**config.mk**
```make
export PLATFORM = sky130hd
export DESIGN_NAME = sap_queue
export DESIGN_NICKNAME = d
export VERILOG_FILES = /design/src/sv/sap_pkg.sv /design/src/sv/sap_queue.sv
export SDC_FILE = /design/constraint.sdc
export NUM_CORES = 1
export LEC_CHECK = 0
export BUFFER_PORTS_ARGS = -buffer_cell sky130_fd_sc_hd__buf_2
export CAP_MARGIN = 10
export CELL_PAD_IN_SITES_DETAIL_PLACEMENT = 0
export CELL_PAD_IN_SITES_GLOBAL_PLACEMENT = 1
export CORE_UTILIZATION = 50
export CTS_BUF_LIST = sky130_fd_sc_hd__clkbuf_4
export CTS_CLUSTER_SIZE = 16
export DETAILED_ROUTE_END_ITERATION = 8
export PLACE_DENSITY_LB_ADDON = 0.1
export SLEW_MARGIN = 20
export SYNTH_ARGS = -nofsm -noshare
export SYNTH_HDL_FRONTEND = slang
export SYNTH_SLANG_ARGS = --single-unit
```
**constraint.sdc**
```tcl
create_clock -name clk_i -period 4.4 [get_ports clk_i]
set_clock_uncertainty 0.2 [all_clocks]
set_input_delay 0.66 -clock clk_i [delete_from_list [all_inputs] [get_ports clk_i]]
set_output_delay 0.66 -clock clk_i [all_outputs]
set_load 0.1 [all_outputs]
```
**src/sv/sap_pkg.sv**
```systemverilog
package sap_pkg;

  // Default angle resolution: 4096 codes per turn
  localparam int unsigned ANGLE_BITS_DEF = 12;

  // Fixed widths of state and result fields
  localparam int unsigned TOGGLE_W = 19;
  localparam int unsigned PERIOD_W = 10;
  localparam int unsigned SPEED_W  = 8;
  localparam int unsigned CFG_IDX_W = 2;

  // Toggles for one full turn (1600 steps, a rise and a fall per step, times 200)
  localparam int unsigned TPT_W = 20;
  localparam logic [TPT_W-1:0] TOGGLES_PER_TURN = TPT_W'(640000);

  // Depth of the queue between front and back
  localparam int unsigned QUEUE_DEPTH = 4;

  // Register indexes on the configuration port
  typedef enum logic [CFG_IDX_W-1:0] {
    CFG_TARGET = 2'd0,
    CFG_TOL    = 2'd1,
    CFG_SLOW   = 2'd2,
    CFG_FAST   = 2'd3
  } cfg_idx_e;

  // Kind of command handed from front to back
  typedef enum logic [1:0] {
    K_TICK = 2'd0,
    K_HOLD = 2'd1,
    K_MOVE = 2'd2
  } kind_e;

  typedef struct packed {
    kind_e               kind;
    logic                dir;
    logic [TOGGLE_W-1:0] toggles;
    logic [PERIOD_W-1:0] period;
  } cmd_t;

endpackage

```
**src/sv/sap_queue.sv**
```systemverilog
module sap_queue import sap_pkg::*; #(
  parameter int unsigned DEPTH = QUEUE_DEPTH
) (
  input  logic clk_i,
  input  logic rst_ni,
  input  logic push_i,
  input  cmd_t cmd_i,
  output logic full_o,
  input  logic pop_i,
  output cmd_t cmd_o,
  output logic empty_o
);

  localparam int unsigned AW = (DEPTH > 1) ? $clog2(DEPTH) : 1;
  localparam int unsigned CW = $clog2(DEPTH + 1);

  cmd_t          mem_q [DEPTH];
  logic [AW-1:0] wr_q, rd_q;
  logic [CW-1:0] cnt_q;

  assign full_o  = (cnt_q == CW'(DEPTH));
  assign empty_o = (cnt_q == '0);
  assign cmd_o   = mem_q[rd_q];

  // Pointers and fill count
  always_ff @(posedge clk_i or negedge rst_ni) begin
    if (!rst_ni) begin
      wr_q  <= '0;
      rd_q  <= '0;
      cnt_q <= '0;
    end else begin
      if (push_i) begin
        wr_q <= (wr_q == AW'(DEPTH - 1)) ? '0 : wr_q + 1'b1;
      end
      if (pop_i) begin
        rd_q <= (rd_q == AW'(DEPTH - 1)) ? '0 : rd_q + 1'b1;
      end
      if (push_i && !pop_i) begin
        cnt_q <= cnt_q + 1'b1;
      end else if (pop_i && !push_i) begin
        cnt_q <= cnt_q - 1'b1;
      end
    end
  end

  // Storage
  always_ff @(posedge clk_i) begin
    if (push_i) begin
      mem_q[wr_q] <= cmd_i;
    end
  end

  a_no_underflow: assert property (@(posedge clk_i) disable iff (!rst_ni)
    pop_i |-> !empty_o)
    else $error("queue popped while empty");

  a_no_overflow: assert property (@(posedge clk_i) disable iff (!rst_ni)
    cnt_q <= CW'(DEPTH))
    else $error("queue count beyond depth");

endmodule

```
# Yosys cells after proc, flatten, opt, wreduce, memory -nomap -nowiden
# Memories as Yosys holds them, arrays and structs flattened.
# Index checks and enable logic that the tools add are counted.
# classes
n_addsub,4
reduce_logical,6
shift,0
mul,0
n_bitwise,0
magnitude_cmp,0
eq_ne,3
mux,6
div,0
# ops
op,count
3-bit 2-to-1 mux,2
2-bit by 1-bit adder with 2-bit output (second input constant),2
2-bit == test (second input constant),2
2-bit 2-to-1 mux,2
3-bit by 1-bit adder with 3-bit output (second input constant),1
3-bit == test (second input constant),1
3-bit logical NOT,1
3-bit by 1-bit subtractor with 3-bit output (second input constant),1
1-bit logical AND,2
1-bit logical NOT,2
1-bit 2-to-1 mux,2
2-bit nonzero test,1
# totals
memories,1
inputBits,36
wordCells,23
mem_bits_rw,128
latchBits,0
rom_bits,0
register_bits,7
# memory_table
name,words,word_bits,read_ports,rd_clocked_by_memory_dff,write_ports,line,text
mem_q,4,32,1,0,1,sap_queue.sv:17,cmd_t mem_q [DEPTH];

# Longest topological paths before layout
# Gate-level depths: netlist of run 1.
# depth
ltp_word,4
depth_mapped,7

# Worst setup path before layout of run 1
# Ideal clock, no wire load.
# synth_path
kind,register to output
start,reg cnt_q[0]
end,out full_o
path_stages_with_launch,2
setup_slack_ps,887
arrival_time_ps,2653
required_ps,3540
path_cell_list,dfrtp_1 > nor3b_1
# synth_between
elab_chain_len,1
# synth_lines
element,line,text
"start, declared",sap_queue.sv:19,logic [CW-1:0] cnt_q;
"start signal, assigned",sap_queue.sv:39,cnt_q <= cnt_q + 1'b1;
"start signal, assigned",sap_queue.sv:41,cnt_q <= cnt_q - 1'b1;
3-bit == test,sap_queue.sv:21,assign full_o = (cnt_q == CW'(DEPTH));
"end, declared",sap_queue.sv:8,"output logic full_o,"
# No other way between the ends.

==> impl_metrics.py, run 1 <==
metrics = {
    "run_status": {
        "status": "finished, final reports clean",
    },
    "finish": {
        "layout_common_cells": "128 x edfxtp_1, 69 x buf_2, 28 x mux4_2",
        "area_growth_pct": 15.88,
        "layout.nets": 330,
        "final_common_cell": "edfxtp_1",
        "n_antenna_cell": 0,
        "layout-drive-gt1-share_pct": 45.00,
    },
    "floorplanning": {
        "core.rowCount": 36,
        "initial_core_util_pct": 51.75,
        "fp.coreArea_um2": 9819,
        "pin_count": 70,
        "dieArea_um2": 10570,
        "dieHeight_um": 102.8,
        "die_x_um": 102.8,
    },
    "hold_path": {
        "hp-class": "input port to flop",
    },
    "cts": {
        "cts_max_path_buffers": 2,
        "cts_tree": "built",
        "cts_made_buffers": 17,
        "cts_sinks": 135,
        "root_buffer": "clkbuf_4",
        "clkTransAtPathRegs_ns": 0.11,
        "post-cts-setup-buffers": 0,
        "htreeDepth": 4,
        "clk_latency_ns": 0.50,
    },
    "grt": {
        "grt_pass1_vias": 2349,
        "grt_use_total_pct": 17.43,
        "grt_max_degree": 35,
        "grt_pass1_wl_um": 12450,
        "antenna_found_initial": 0,
        "grt_overflow": 0,
    },
    "sta": {
        "setup_viol": 0,
        "drv_slew": 0,
        "period_share_pct": 75.60,
        "max_freq_mhz": 300.6,
        "hold_violations": 0,
        "final.setup.worst_slack_ns": 1.074,
        "holdWs_ns": 0.1661,
        "tightest_slew_ns": 0.9202,
        "fin_crit_ns": 3.326,
        "fin_tns_setup_ns": 0,
        "rsz0062_at_grt": "false",
        "slew-limit-headroom_pct": 38.66,
    },
    "setup_path": {
        "required_ns": 3.54,
        "crit_arrival_ns": 2.47,
        "crit_fanout": 26,
        "cp-start-kind": "flop",
        "setup.worst_path.end_class": "primary output",
        "path_class": "flop to primary output",
    },
    "place": {
        "dp.final_hpwl_um": 4626,
        "post-place-ws_ns": 1.535,
        "gp_congestion": 0.6396,
        "port_buffers": 69,
    },
    "synth": {
        "avgSynthCellArea_um2": 24.79,
        "syn-num-nets": 248,
        "ys_ff_latch": 135,
        "synth_area_leaders": "edfxtp_1 76%, mux4_2 12%, dfrtp_1 3.4%",
        "ys_warn_count": 0,
        "synthCells": 205,
        "synth_adder_area_share_pct": 1.871,
        "ys_seq_area_share_pct": 79.09,
        "muxShareOfSynthArea_pct": 15.14,
        "syn_area_um2": 5081,
        "synth_top_family_by_area": "multiplexers",
        "synth_compound_area_share_pct": 0.1970,
        "synth_xor_xnor_area_share_pct": 0.5171,
        "synth.top_cell.area_share_pct": 75.65,
        "ys_types": 20,
        "synth_simple_gate_area_share_pct": 1.108,
        "yosysTopAreaCell": "edfxtp_1",
    },
    "routing": {
        "postRouteAntennaNets": 0,
        "drc_errors": 0,
        "vias": 2270,
        "initialDrtViolationCount": 73,
        "via_per_inst": 5.242,
        "firstDrtPassIters": 4,
        "wirelength_um": 8104,
        "wl_per_cell_um": 18.72,
    },
    "flow_run": {
        "maxCapViolations": 0,
    },
}
## final timing paths
path                            startpoint  slack [ns]  cells past startpoint           end
worst max register to register     wr_q[0]        2.38                      3  mem_q[2][16]
worst max-delay path               rd_q[0]        1.07                      3      cmd_o[9]
worst min register to register    cnt_q[2]        0.29                      1      cnt_q[2]
min in group asynchronous           rst_ni        0.31                      2       wr_q[1]
worst min-delay path             cmd_i[25]        0.17                      1  mem_q[2][25]
max in group asynchronous           rst_ni        3.51                      2       rd_q[0]
## registers in the layout (all words and copies together), names as in the netlist
| name | cells |
|---|---|
| mem_q | 128 |
| cnt_q | 3 |
| rd_q | 2 |
| wr_q | 2 |
## cell type report
type                            count  area (um2)
Multi-Input combinational cell     58       962.2
Clock inverter                     15       232.7
Sequential cell                   135        4021
Timing Repair Buffer               71       362.8
Tap cell                          133       166.4
Fill cell                         752        3931
Clock buffer                       17       127.6
Inverter                            4       15.01
## per-layer routing
| layer | GRT usage, % | wire [um] | vias up |
|---|---|---|---|
| li1 | - | - | 1021 |
| met1 | 23.22 | 3647 | 1181 |
| met2 | 26.31 | 4015 | 61 |
| met3 | 6.508 | 347 | 7 |
| met4 | 6.934 | 93 | 0 |
| met5 | 0 | 0 | - |
## cells in the mapped netlist
cell type and count:
mux4_1 4, o21ai_0 2, inv_1 4, mux2_2 3
nor2_1 3, fa_1 1, buf_2 3, buf_6 1
and2_1 4, nor3b_1 1, nor3_1 1, mux4_2 28
nand2_1 2, dfrtp_1 7, xnor2_1 1, edfxtp_1 128
buf_12 3, ha_1 6, xor2_1 2, clkbuf_1 1
## critical path: stages (launching register included)
cell     delay [ns]
dfrtp_2        0.52
buf_4          0.50
mux4_2         0.60
buf_2          0.31
## timing repair
| item | CTS | global route |
|---|---|---|
| hold endpoints to repair | 7 | 0 |
| gates resized for setup | 0 | 0 |
| setup endpoints to repair | 0 | 0 |
| hold buffers | 1 | 0 |
## cell families after synthesis
group                      after synthesis
muxes                                   35
DFF                                    135
buffers and inverters                   12
and+or+nand+nor                         11
AOI/OAI and AO/OA                        2
xor gates and xnor gates                 3
adders and majority gates                7
## metrics by stage
step / instances / instance area (um2) / util [%]
after floorplan: 205 / 5081 / -
after global placement: 400 / 5518 / 56.19
after detailed placement: 400 / 5518 / 56.19
after CTS: 433 / 5888 / 59.96
after global routing: 433 / 5888 / 59.96
final: 433 / 5888 / 59.96
Power of run 1 is left out: the tool's default activity adds up to more than one toggle a clock period on the data nets, which glitch-free logic cannot reach.
==> inputs of run 2 (changes only) <==
--- a/config.mk
+++ b/config.mk
@@ -5,11 +5,12 @@
 export SDC_FILE = /design/constraint.sdc
 export NUM_CORES = 1
 export LEC_CHECK = 0
+export ABC_AREA = 1
 export BUFFER_PORTS_ARGS = -buffer_cell sky130_fd_sc_hd__buf_2
 export CAP_MARGIN = 10
 export CELL_PAD_IN_SITES_DETAIL_PLACEMENT = 0
 export CELL_PAD_IN_SITES_GLOBAL_PLACEMENT = 1
-export CORE_UTILIZATION = 50
+export CORE_UTILIZATION = 49
 export CTS_BUF_LIST = sky130_fd_sc_hd__clkbuf_4
 export CTS_CLUSTER_SIZE = 16
 export DETAILED_ROUTE_END_ITERATION = 8
==> constraint.sdc (replaced) <==
create_clock -name clk_i -period 3.5 [get_ports clk_i]
set_clock_uncertainty 0.2 [all_clocks]
set_input_delay 0.525 -clock clk_i [delete_from_list [all_inputs] [get_ports clk_i]]
set_output_delay 0.525 -clock clk_i [all_outputs]
set_load 0.1 [all_outputs]
==> impl_metrics.py, run 2 <==
metrics = {
    "sta": {
        "slew-limit-headroom_pct": 60.31,
        "max_freq_mhz": 317.1,
        "fin_tns_setup_ns": 0,
        "setup_viol": 0,
        "period_share_pct": 90.11,
        "drv_slew": 0,
        "rsz0062_at_grt": "false",
        "hold_violations": 0,
        "fin_crit_ns": 3.154,
        "tightest_slew_ns": 0.5947,
    },
    "finish": {
        "layout.nets": 578,
        "layout-drive-gt1-share_pct": 18.97,
        "largest_reg_flops": 128,
        "layout_common_cells": "128 x edfxtp_1, 111 x nand2_1, 72 x inv_1",
        "area_growth_pct": 17.08,
        "n_antenna_cell": 0,
        "regMostFlops": "mem_q",
        "final_common_cell": "edfxtp_1",
        "largestRegisters": "mem_q x128, cnt_q x3",
    },
    "setup_path": {
        "startpoint": "rd_q[0]",
        "cp-start-kind": "flop",
        "path_class": "flop to primary output",
        "required_ns": 2.77,
        "rr_startpoint": "wr_q[0]",
        "rr_worst_depth": 5,
        "crit_fanout": 38,
        "setup.worst_path.end_class": "primary output",
        "ff2ff_setup_slack_ns": 1.45,
        "crit_arrival_ns": 2.43,
        "r2r-end": "mem_q[2][3]",
    },
    "floorplanning": {
        "dieArea_um2": 11780,
        "initial_core_util_pct": 50.84,
        "fp.coreArea_um2": 10940,
        "dieHeight_um": 108.5,
        "die_x_um": 108.5,
        "pin_count": 70,
        "core.rowCount": 38,
    },
    "cts": {
        "cts_made_buffers": 17,
        "cts_sinks": 135,
        "root_buffer": "clkbuf_4",
        "clkTransAtPathRegs_ns": 0.10,
        "cts_max_path_buffers": 2,
        "htreeDepth": 4,
        "cts_tree": "built",
        "cts_resized": 0,
        "clk_latency_ns": 0.52,
    },
    "grt": {
        "grt_pass1_wl_um": 15240,
        "antenna_found_initial": 0,
        "grt_pass1_vias": 3083,
        "grt_use_total_pct": 18.16,
        "grt_overflow": 0,
        "grt_max_degree": 69,
    },
    "hold_path": {
        "hp-class": "input port to flop",
        "min_from": "cmd_i[29]",
        "min_to": "mem_q[3][29]",
        "hold_depth": 1,
    },
    "synth": {
        "synth_area_leaders": "edfxtp_1 69%, o211ai_1 8.6%, nand2_1 7.5%",
        "synth.top_cell.area_share_pct": 69.14,
        "synthCells": 426,
        "yosysMostFrequentCell": "edfxtp_1",
        "syn_area_um2": 5559,
        "synth_flop_cell": "edfxtp_1",
        "yosysTopAreaCell": "edfxtp_1",
        "avgSynthCellArea_um2": 13.05,
        "ys_warn_count": 0,
        "synth_common_cells": "128 x edfxtp_1, 111 x nand2_1, 76 x inv_1, 64 x o211ai_1, 15 x buf_6",
        "ys_ff_latch": 135,
        "syn-num-nets": 469,
        "ys_types": 18,
        "synth-edff-count": 128,
        "ys_async_sr_fraction_pct": 5.185,
        "ys_seq_area_share_pct": 72.29,
    },
    "routing": {
        "via_per_inst": 4.854,
        "firstDrtPassIters": 4,
        "wl_per_cell_um": 14.23,
        "wirelength_um": 9716,
        "postRouteAntennaNets": 0,
        "vias": 3315,
        "drc_errors": 0,
        "initialDrtViolationCount": 143,
    },
    "flow_run": {
        "maxCapViolations": 0,
    },
    "place": {
        "gp_congestion": 0.6873,
        "dp.final_hpwl_um": 5835,
        "port_buffers": 69,
    },
    "run_status": {
        "status": "finished, final reports clean",
    },
}
[run 2: cell types whose count changed in the layout (fill, tap and decap cells not counted), moves of 3 or more]
cell	before	now
and2_2	4	0
dlygate4sd3_1	1	31
clkinv_1	4	9
buf_4	1	10
mux4_1	4	0
bufinv_16	6	2
inv_1	4	72
o211ai_1	0	64
nand2_1	2	111
mux2_2	3	0
mux4_2	28	0
[run 2: final cells by class]
| type | count | area, um2 |
|---|---|---|
| inverter | 77 | 290.3 |
| clock inverter | 9 | 88.84 |
| fill | 909 | 4427 |
| sequential | 135 | 4019 |
| clock buffer | 18 | 135.1 |
| multi-input combinational | 193 | 1050 |
| tap | 140 | 175.2 |
| timing repair buffer | 111 | 750.7 |
[run 2: cells by family after synthesis]
kind of cell	after synthesis	synth area share, %
buffers and inverters	98	8.823
XOR/XNOR	1	0.1576
AO/OA/AOI/OAI	68	9.003
adder cells (fa/ha/maj)	7	1.711
flip-flops	135	72.29
AND/OR/NAND/NOR	117	8.013
[run 2: per-layer routing]
metal	GRT usage [%]	routed length [um]
met1	21.63	4237
met2	30.33	4889
met3	5.666	445
met4	7.915	143
met5	0	0
[run 2: stage by stage]
stage	setup slack, ns	instance area, um2	hold WS (ns)	std cells	utilization [%]
floorplan	0.2714	5559	0.02941	426	-
global placement	0.9142	5974	0.1771	625	54.63
detailed placement	0.8841	5974	0.1708	625	54.63
CTS	0.2820	6489	0.0001761	681	59.34
global route	0.08892	6509	0.0006914	683	59.52
finish	0.3462	6509	0.04289	683	59.52
[run 2: repair_timing]
| item | CTS | global route |
|---|---|---|
| endpoints found under the hold margin | 111 | 6 |
| hold buffers | 29 | 2 |
| buffers inserted | 0 | 0 |
[run 2: worst max path at each step]
stage	endpoint	slack, ns	cells past startpoint
6_report	cmd_o[10]	0.35	6
5_1_grt	cmd_o[11]	0.09	6
4_1_cts	cmd_o[25]	0.28	6
3_5_place_dp	cmd_o[25]	0.88	6
3_3_place_gp	cmd_o[15]	0.91	6
2_1_floorplan	empty_o	0.27	1
[run 2: worst max-delay path, stage by stage (launching register included)]
cell and delay (ns):
dfrtp_1 0.40, clkinv_2 0.41, buf_4 0.39, nand2_1 0.09
o211ai_1 0.08, nand2_1 0.10, buf_2 0.42
Power of run 2 is left out for the same reason.
