File: src/sv/sap_pkg.sv
package sap_pkg;

  // Default angle resolution: 4096 codes per turn
  localparam int unsigned ANGLE_BITS_DEF = 12;

  // Fixed widths of state and result fields
  localparam int unsigned TOGGLE_W = 19;
  localparam int unsigned PERIOD_W = 10;
  localparam int unsigned SPEED_W  = 8;
  localparam int unsigned CFG_IDX_W = 2;

  // Toggles for one full turn (1600 steps, a rise and a fall per step, times 200)
  localparam int unsigned TPT_W = 20;
  localparam logic [TPT_W-1:0] TOGGLES_PER_TURN = TPT_W'(640000);

  // Depth of the queue between front and back
  localparam int unsigned QUEUE_DEPTH = 4;

  // Register indexes on the configuration port
  typedef enum logic [CFG_IDX_W-1:0] {
    CFG_TARGET = 2'd0,
    CFG_TOL    = 2'd1,
    CFG_SLOW   = 2'd2,
    CFG_FAST   = 2'd3
  } cfg_idx_e;

  // Kind of command handed from front to back
  typedef enum logic [1:0] {
    K_TICK = 2'd0,
    K_HOLD = 2'd1,
    K_MOVE = 2'd2
  } kind_e;

  typedef struct packed {
    kind_e               kind;
    logic                dir;
    logic [TOGGLE_W-1:0] toggles;
    logic [PERIOD_W-1:0] period;
  } cmd_t;

endpackage

File: src/sv/sap_in_if.sv
interface sap_in_if import sap_pkg::*; #(
  parameter int unsigned ANGLE_BITS = ANGLE_BITS_DEF
);
  logic                  valid;
  logic                  ready;
  logic                  mode;
  logic [ANGLE_BITS-1:0] measured_angle;

  modport source (output valid, output mode, output measured_angle, input ready);
  modport sink   (input valid, input mode, input measured_angle, output ready);
endinterface

File: src/sv/sap_front.sv
module sap_front import sap_pkg::*; #(
  parameter int unsigned ANGLE_BITS = ANGLE_BITS_DEF
) (
  input  logic                  clk_i,
  input  logic                  rst_ni,
  input  logic                  cfg_we_i,
  input  logic [CFG_IDX_W-1:0]  cfg_idx_i,
  input  logic [ANGLE_BITS-1:0] cfg_data_i,
  sap_in_if.sink                in_i,
  output logic                  push_o,
  output cmd_t                  cmd_o,
  input  logic                  full_i
);

  localparam int unsigned EW  = ANGLE_BITS + 2;
  localparam int unsigned PW  = ANGLE_BITS + 10;
  localparam int unsigned MW  = ANGLE_BITS + TPT_W;
  localparam logic signed [EW-1:0] HALF_S = EW'(2 ** (ANGLE_BITS - 1));
  localparam logic signed [EW-1:0] TURN_S = EW'(2 ** ANGLE_BITS);
  localparam logic signed [PW-1:0] RND_S  = PW'(2 ** ANGLE_BITS - 1);

  // Configuration registers
  logic [ANGLE_BITS-1:0] tgt_q, tol_q;
  logic [SPEED_W-1:0]    slow_q, fast_q;

  always_ff @(posedge clk_i or negedge rst_ni) begin
    if (!rst_ni) begin
      tgt_q  <= '0;
      tol_q  <= ANGLE_BITS'(11);
      slow_q <= SPEED_W'(10);
      fast_q <= SPEED_W'(1);
    end else if (cfg_we_i) begin
      unique case (cfg_idx_e'(cfg_idx_i))
        CFG_TARGET: tgt_q  <= cfg_data_i;
        CFG_TOL:    tol_q  <= cfg_data_i;
        CFG_SLOW:   slow_q <= cfg_data_i[SPEED_W-1:0];
        CFG_FAST:   fast_q <= cfg_data_i[SPEED_W-1:0];
      endcase
    end
  end

  // Stage enables: a stage loads when empty or when it drains
  logic v1_q, v2_q;
  logic en1, en2;

  assign push_o     = v2_q && !full_i;
  assign en2        = !v2_q || !full_i;
  assign en1        = !v1_q || en2;
  assign in_i.ready = en1;

  // Stage 1: wrapped error, magnitude, tolerance check
  logic signed [EW-1:0] diff_s, err_s, mag_s;
  logic [ANGLE_BITS-1:0] mag;

  always_comb begin
    diff_s = $signed({2'b00, tgt_q}) - $signed({2'b00, in_i.measured_angle});
    if (diff_s > HALF_S) begin
      err_s = diff_s - TURN_S;
    end else if (diff_s < -HALF_S) begin
      err_s = diff_s + TURN_S;
    end else begin
      err_s = diff_s;
    end
    mag_s = (err_s < 0) ? -err_s : err_s;
    mag   = mag_s[ANGLE_BITS-1:0];
  end

  logic                         mode1_q, within1_q;
  logic signed [ANGLE_BITS:0]   err1_q;
  logic [ANGLE_BITS-1:0]        mag1_q;

  always_ff @(posedge clk_i or negedge rst_ni) begin
    if (!rst_ni) begin
      v1_q <= 1'b0;
    end else if (en1) begin
      v1_q <= in_i.valid;
    end
  end

  always_ff @(posedge clk_i) begin
    if (en1) begin
      mode1_q   <= in_i.mode;
      err1_q    <= err_s[ANGLE_BITS:0];
      mag1_q    <= mag;
      within1_q <= (mag <= tol_q);
    end
  end

  // Stage 2: step count and period products
  logic signed [SPEED_W:0] dlt_s;
  logic [MW-1:0]           tog_prod_d;
  logic signed [PW-1:0]    per_prod_d;

  assign dlt_s      = $signed({1'b0, fast_q}) - $signed({1'b0, slow_q});
  assign tog_prod_d = MW'(mag1_q) * MW'(TOGGLES_PER_TURN);
  assign per_prod_d = PW'(dlt_s) * PW'(err1_q);

  logic                 mode2_q, within2_q, dir2_q;
  logic [MW-1:0]        tog_prod_q;
  logic signed [PW-1:0] per_prod_q;

  always_ff @(posedge clk_i or negedge rst_ni) begin
    if (!rst_ni) begin
      v2_q <= 1'b0;
    end else if (en2) begin
      v2_q <= v1_q;
    end
  end

  always_ff @(posedge clk_i) begin
    if (en2) begin
      mode2_q    <= mode1_q;
      within2_q  <= within1_q;
      dir2_q     <= (err1_q > 0);
      tog_prod_q <= tog_prod_d;
      per_prod_q <= per_prod_d;
    end
  end

  // Quotient truncated toward zero, period saturated at zero
  logic signed [PW-1:0]   per_adj_s;
  logic signed [10:0]     quo_s, per_s;

  always_comb begin
    per_adj_s = (per_prod_q < 0) ? (per_prod_q + RND_S) : per_prod_q;
    quo_s     = 11'(per_adj_s >>> ANGLE_BITS);
    per_s     = $signed({3'b000, slow_q}) + quo_s;

    cmd_o.dir     = dir2_q;
    cmd_o.toggles = tog_prod_q[ANGLE_BITS+TOGGLE_W-1:ANGLE_BITS];
    cmd_o.period  = (per_s < 0) ? '0 : per_s[PERIOD_W-1:0];
    if (!mode2_q) begin
      cmd_o.kind = K_TICK;
    end else if (within2_q) begin
      cmd_o.kind = K_HOLD;
    end else begin
      cmd_o.kind = K_MOVE;
    end
  end

  // A stage-2 item blocked by a full queue stays put
  a_hold_blocked: assert property (@(posedge clk_i) disable iff (!rst_ni)
    (v2_q && full_i) |=> v2_q)
    else $error("front dropped a blocked item");

endmodule

File: src/flat_wrapper.sv
// flat-port wrapper written by rule: the top's interface ports become plain ports
module sap_front_flat import sap_pkg::*;
#(
  parameter int unsigned ANGLE_BITS = ANGLE_BITS_DEF
)
  (clk_i, rst_ni, cfg_we_i, cfg_idx_i, cfg_data_i, push_o, cmd_o, full_i, in_i_valid, in_i_mode, in_i_measured_angle, in_i_ready);
  sap_in_if #(.ANGLE_BITS(ANGLE_BITS)) in_i_i ();
  input  logic clk_i;
  input  logic rst_ni;
  input  logic cfg_we_i;
  input  logic [CFG_IDX_W-1:0] cfg_idx_i;
  input  logic [ANGLE_BITS-1:0] cfg_data_i;
  output logic push_o;
  output cmd_t cmd_o;
  input  logic full_i;
  input wire logic [$bits(in_i_i.valid)-1:0] in_i_valid;
  input wire logic [$bits(in_i_i.mode)-1:0] in_i_mode;
  input wire logic [$bits(in_i_i.measured_angle)-1:0] in_i_measured_angle;
  output wire logic [$bits(in_i_i.ready)-1:0] in_i_ready;
  assign in_i_i.valid = in_i_valid;
  assign in_i_i.mode = in_i_mode;
  assign in_i_i.measured_angle = in_i_measured_angle;
  assign in_i_ready = in_i_i.ready;
  sap_front #(.ANGLE_BITS(ANGLE_BITS)) u_core (.clk_i(clk_i), .rst_ni(rst_ni), .cfg_we_i(cfg_we_i), .cfg_idx_i(cfg_idx_i), .cfg_data_i(cfg_data_i), .in_i(in_i_i), .push_o(push_o), .cmd_o(cmd_o), .full_i(full_i));
endmodule
File: config.mk
export PLATFORM = sky130hd
export DESIGN_NAME = sap_front_flat
export DESIGN_NICKNAME = d
export VERILOG_FILES = /design/src/sv/sap_pkg.sv /design/src/sv/sap_in_if.sv /design/src/sv/sap_front.sv /design/src/flat_wrapper.sv
export SDC_FILE = /design/constraint.sdc
export NUM_CORES = 1
export LEC_CHECK = 0
export BUFFER_PORTS_ARGS = -buffer_cell sky130_fd_sc_hd__buf_2
export CAP_MARGIN = 30
export CORE_MARGIN = 4
export CORE_UTILIZATION = 48
export CTS_BUF_LIST = sky130_fd_sc_hd__clkbuf_4 sky130_fd_sc_hd__clkbuf_8 sky130_fd_sc_hd__clkbuf_16
export DETAILED_ROUTE_END_ITERATION = 10
export HOLD_SLACK_MARGIN = 0.05
export PLACE_DENSITY_LB_ADDON = 0.2
export SLEW_MARGIN = 20
export SYNTH_ARGS = -nofsm -noshare
export SYNTH_HDL_FRONTEND = slang
export SYNTH_SLANG_ARGS = --single-unit
File: constraint.sdc
create_clock -name clk_i -period 21.5 [get_ports clk_i]
set_input_delay 2.15 -clock clk_i [delete_from_list [all_inputs] [get_ports clk_i]]
set_output_delay 2.15 -clock clk_i [all_outputs]
set_load 0.03 [all_outputs]
# Word-level counts from Yosys, hierarchy flattened
# Index checks and enable logic that the tools add are counted.
[word_totals]
input_bits = 32
register_bits = 115
[classes]
order_cmp = 7
n_eq_ne = 3
multipliers = 2
muxes = 7
addsub = 7
n_reduce_logical = 11
[ops]
columns = ["cell", "n"]
rows = [
  ["$mux 14", 2],
  ["$add 22x13->22 const B", 1],
  ["$lt 22x1->1 const B", 1],
  ["$mul 9x13->22", 1],
  ["$mux 22", 1],
  ["$mul 12x10->21 const B", 1],
  ["$add 14x14->14 const B", 1],
  ["$gt 14x13->1 const B", 1],
  ["$lt 14x1->1 const B", 1],
  ["$lt 14x12->1 const B", 1],
  ["$sub 14x14->14 const B", 1],
  ["$gt 13x1->1 const B", 1],
  ["$sub 12x12->13", 1],
  ["$le 12x12->1", 1],
  ["$mux 12", 1],
  ["$neg 12->12", 1],
  ["$add 9x10->11", 1],
  ["$lt 11x1->1 const B", 1],
  ["$mux 10", 1],
  ["$sub 8x8->9", 1],
  ["$reduce_and 2->1", 4],
  ["$eq 2x2->1 const B", 2],
  ["$mux 2", 2],
  ["$logic_not 1->1", 3],
  ["4 further kinds", 5],
]

# Longest topological paths before layout
[depth]
word_depth = 7
mapped_depth = 30
mapped_depth_nobuf = 29

# Least setup slack after synthesis
# OpenSTA, ideal clock, no wires.
[synth_path]
kind = "reg-to-reg"
start = "reg u_core.slow_q[1]"
end = "reg u_core.per_prod_q[20], data pin"
n_path_buf = 0
slack_ps = 14445
path_stages_with_launch = 27
t_arrival_ps = 6790
required_time_ps = 21235
synth_period_minus_slack_ps = 7055
cell_sequence = "dfstp_2 > inv_1 > fa_1 > a21o_1 > a21oi_1 > o21ai_0 > a21oi_1 > o21bai_1 > a21o_1 > or2_2 > fa_1 > fa_1 > inv_1 > fa_1 > fa_1 > inv_1 > fa_1 > inv_1 > ha_1 > nand2_1 > o211a_1 > o31ai_1 > o41a_1 > a21o_1 > a21o_1 > and4b_1 > or3_1"
[synth_between]
elab_chain_len = 2
[synth_rtl]
columns = ["element", "line", "rtl"]
rows = [
  ["from (decl)", "sap_front.sv:24", "logic [SPEED_W-1:0] slow_q, fast_q;"],
  ["from (signal assigned)", "sap_front.sv:36", "CFG_SLOW: slow_q <= cfg_data_i[SPEED_W-1:0];"],
  ["$sub 8x8->9", "sap_front.sv:94", "assign dlt_s = $signed({1'b0, fast_q}) - $signed({1'b0, slow_q});"],
  ["$mul 9x13->22", "sap_front.sv:96", "assign per_prod_d = PW'(dlt_s) * PW'(err1_q);"],
  ["via u_core.per_prod_d[20]", "sap_front.sv:92", "logic signed [PW-1:0] per_prod_d;"],
  ["to (signal assigned)", "sap_front.sv:116", "per_prod_q <= per_prod_d;"],
  ["to (decl)", "sap_front.sv:100", "logic signed [PW-1:0] per_prod_q;"],
]
# The timed path passes the listed nets, and every way through them passes these cells.
# A chain may end at the register's enable or synchronous reset.

# Worst setup path in the final report
# Ends and elaborated chain as after synthesis.

==> impl_metrics.py <==
metrics = {
    "outcome": {
        "outcome": "finished clean",
    },
    "cts": {
        "postCtsSetupRepairBufs": 0,
        "clk_latency_ns": 0.37,
        "cts.path.max_buffers": 2,
        "cts-resized-gates": 0,
        "clkSinkCount": 112,
        "postCtsHoldBufs": 0,
        "ctsHtreeMaxLevel": 3,
        "clockRootBuffer": "clkbuf_16",
        "cts_inserted_buffers": 9,
        "cts_tree": "built",
        "path_clk_slew_ns": 0.09,
    },
    "place": {
        "io_buffers": 65,
        "place_hpwl_mm": 18.9,
        "finalWeightedCongestion": 0.896,
        "place_inst": 1498,
    },
    "finish": {
        "n_antenna_cell": 0,
        "drive_gt1_frac": 0.129,
        "stdcell_count": 1515,
        "area_growth_pct": 8.64,
        "fin_nets": 1486,
    },
    "drt": {
        "routed_wl_mm": 23.2,
        "drc": 0,
        "routedWlPerCell_microns": 15.3,
        "via_count": 7787,
        "drt_iter0_drc": 338,
        "dr.pass1.iters": 5,
        "ant_nets": 0,
        "vias_per_cell": 5.14,
    },
    "worst_hold_path": {
        "worstHoldStart": "u_core.within1_q",
        "hp-class": "reg -> reg",
    },
    "timing": {
        "clock_skew_ns": 0.0115,
        "relSlewSlack": 0.396,
        "worst_pin_slew_ns": 0.902,
        "finalCritPeriodShare": 0.358,
        "fin_hold_ws_ns": 0.431,
        "final-hold-violation-count": 0,
        "slew_violations": 0,
        "grt_setup_unrepaired": "no",
        "fmax_mhz": 130,
        "fin_crit_ns": 7.70,
        "tns_ns": 0,
        "finalSetupViolations": 0,
    },
    "synth": {
        "syn_nets": 1429,
        "synth.distinct_cells": 69,
        "async_flop_share": 0.375,
        "yosysSeqAreaShare": 0.268,
        "synth_seq_cells": 112,
        "avgSynthCellArea_sq_um": 10.5,
        "yosys_most_used_dff": "edfxtp_1",
        "syn_area_sq_um": 11800,
        "syn_inst": 1129,
        "synth_edf_count": 70,
        "yosys_warnings": 0,
    },
    "worst_setup_path": {
        "crit_start": "u_core.slow_q[1]",
        "end_kind": "register",
        "cp-start-kind": "register",
        "cp.required_ns": 21.62,
        "critPathKind": "reg -> reg",
        "r2r_slack_ns": 13.80,
        "critical_path_arrival_ns": 7.82,
        "path_max_fanout": 14,
        "r2r_start": "u_core.slow_q[1]",
    },
    "global_route": {
        "antenna_found_initial": 1,
        "grt-ovfl-total": 0,
        "grt_max_degree": 43,
        "grt_pass1_vias": 8046,
        "track_usage": 0.187,
        "grt_pass1_wl_mm": 40.1,
    },
    "floorplan": {
        "io_pins": 66,
        "die-area_sq_um": 27200,
        "chipWidth_microns": 165,
        "core_sq_um": 24200,
        "start_util": 0.487,
        "num_rows": 57,
        "die-height_microns": 165,
    },
    "flow_run": {
        "drv_cap": 0,
    },
}
## through the flow
step / cell area [sq um] / setup slack [ns] / utilization
floorplan: 11800 / 14.45 / -
global route: 12800 / 13.43 / 0.529
CTS: 12800 / 13.83 / 0.528
finish: 12800 / 13.80 / 0.529
global placement: 12500 / 13.97 / 0.514
detailed placement: 12500 / 13.84 / 0.515
## routing by layer
layer	GRT usage	share of wire
met2	0.306	0.47
met3	0.0210	0.034
met4	0.0491	0.014
met5	0	0
met1	0.265	0.48
## critical path, stage by stage, from the launching register on
cell and delay (ns):
dfstp_2 0.55, inv_1 0.09, fa_1 0.44, a21o_1 0.20
a21oi_1 0.23, o21ai_0 0.12, a21oi_1 0.24, o21bai_1 0.09
a21o_1 0.36, or2_2 0.37, fa_1 0.51, fa_1 0.54
inv_1 0.05, fa_1 0.50, fa_1 0.55, inv_1 0.06
fa_1 0.49, inv_1 0.04, ha_1 0.35, nand2_1 0.10
o211a_1 0.16, o31ai_1 0.10, o41a_1 0.36, a21o_1 0.19
a21o_1 0.20, and4b_1 0.20, or3_1 0.35
## kinds of logic after synthesis
logic type,count (synthesis),share of synthesized area
AND/OR/NAND/NOR,249,0.111
AO/OA/AOI/OAI,147,0.0834
adder cells (fa/ha/maj),269,0.364
buffers and inverters,238,0.0773
XOR/XNOR,74,0.0584
multiplexers,40,0.0381
flip-flops,112,0.268
## final timing paths
path,end,cells after the start
worst min-delay path,u_core.within2_q,0
max in group asynchronous,u_core.tol_q[0],2
worst max-delay path,u_core.per_prod_q[20],26
worst min register to register,u_core.within2_q,0
worst max register to register,u_core.per_prod_q[20],26
min in group asynchronous,u_core.slow_q[5],1
## state kept, by name (all words and copies together), names as in the netlist, 8 cells and up
register	flops
u_core.slow_q	8
u_core.fast_q	8
u_core.tog_prod_q	19
u_core.tol_q	12
u_core.per_prod_q	22
u_core.tgt_q	12
u_core.err1_q	12
u_core.mag1_q	12
## Yosys cell counts, drive strengths merged, types with 3 or more instances
| cell | number | area, sq um |
|---|---|---|
| dfrtp | 36 | 901 |
| and2 | 46 | 288 |
| nand2 | 71 | 267 |
| ha | 144 | 1800 |
| o21a | 7 | 52.6 |
| a31oi | 7 | 43.8 |
| fa | 124 | 2480 |
| nand4 | 5 | 31.3 |
| nor3 | 9 | 50.1 |
| nand3 | 12 | 60.1 |
| buf | 4 | 33.8 |
| xnor2 | 51 | 469 |
| xor2 | 23 | 220 |
| a21o | 21 | 158 |
| nand2b | 17 | 106 |
| o21bai | 9 | 67.6 |
| o21ai | 24 | 120 |
| nor4 | 7 | 43.8 |
| nor2 | 40 | 158 |
| mux2 | 39 | 439 |
| a21boi | 3 | 22.5 |
| nor2b | 11 | 68.8 |
| nor3b | 11 | 82.6 |
| o31ai | 7 | 62.6 |
| nand3b | 3 | 35.0 |
| a21oi | 50 | 250 |
| and3 | 4 | 26.3 |
| inv | 211 | 792 |
| dfstp | 6 | 158 |
| clkbuf | 23 | 86.3 |
| edfxtp | 70 | 2100 |
| or2 | 6 | 37.5 |
## cells in the final DEF, fill, tap and decap left out, types with 12 or more instances in the layout
cell	netlist	final
inv_1	211	211
ha_1	144	144
fa_1	124	124
nand2_1	71	70
edfxtp_1	70	70
buf_2	0	65
a21oi_1	50	50
xnor2_1	48	48
and2_1	46	46
nor2_1	39	39
mux2_2	39	39
dfrtp_1	36	36
xor2_1	22	22
a21o_1	21	21
o21ai_0	17	17
nand2b_1	17	17
nand3_1	12	12
## layout make-up
class,instances,area [sq um]
inverters,211,792
flip-flops and latches,112,3160
repair buffers,73,422
clock buffers,9,225
clock inverters,7,80.1
multi-input cells,779,7730
well taps,324,405
fillers,2253,11400
Power is not shown: default switching activity piles up to over one toggle a cycle in this logic, so the estimate is an artifact.
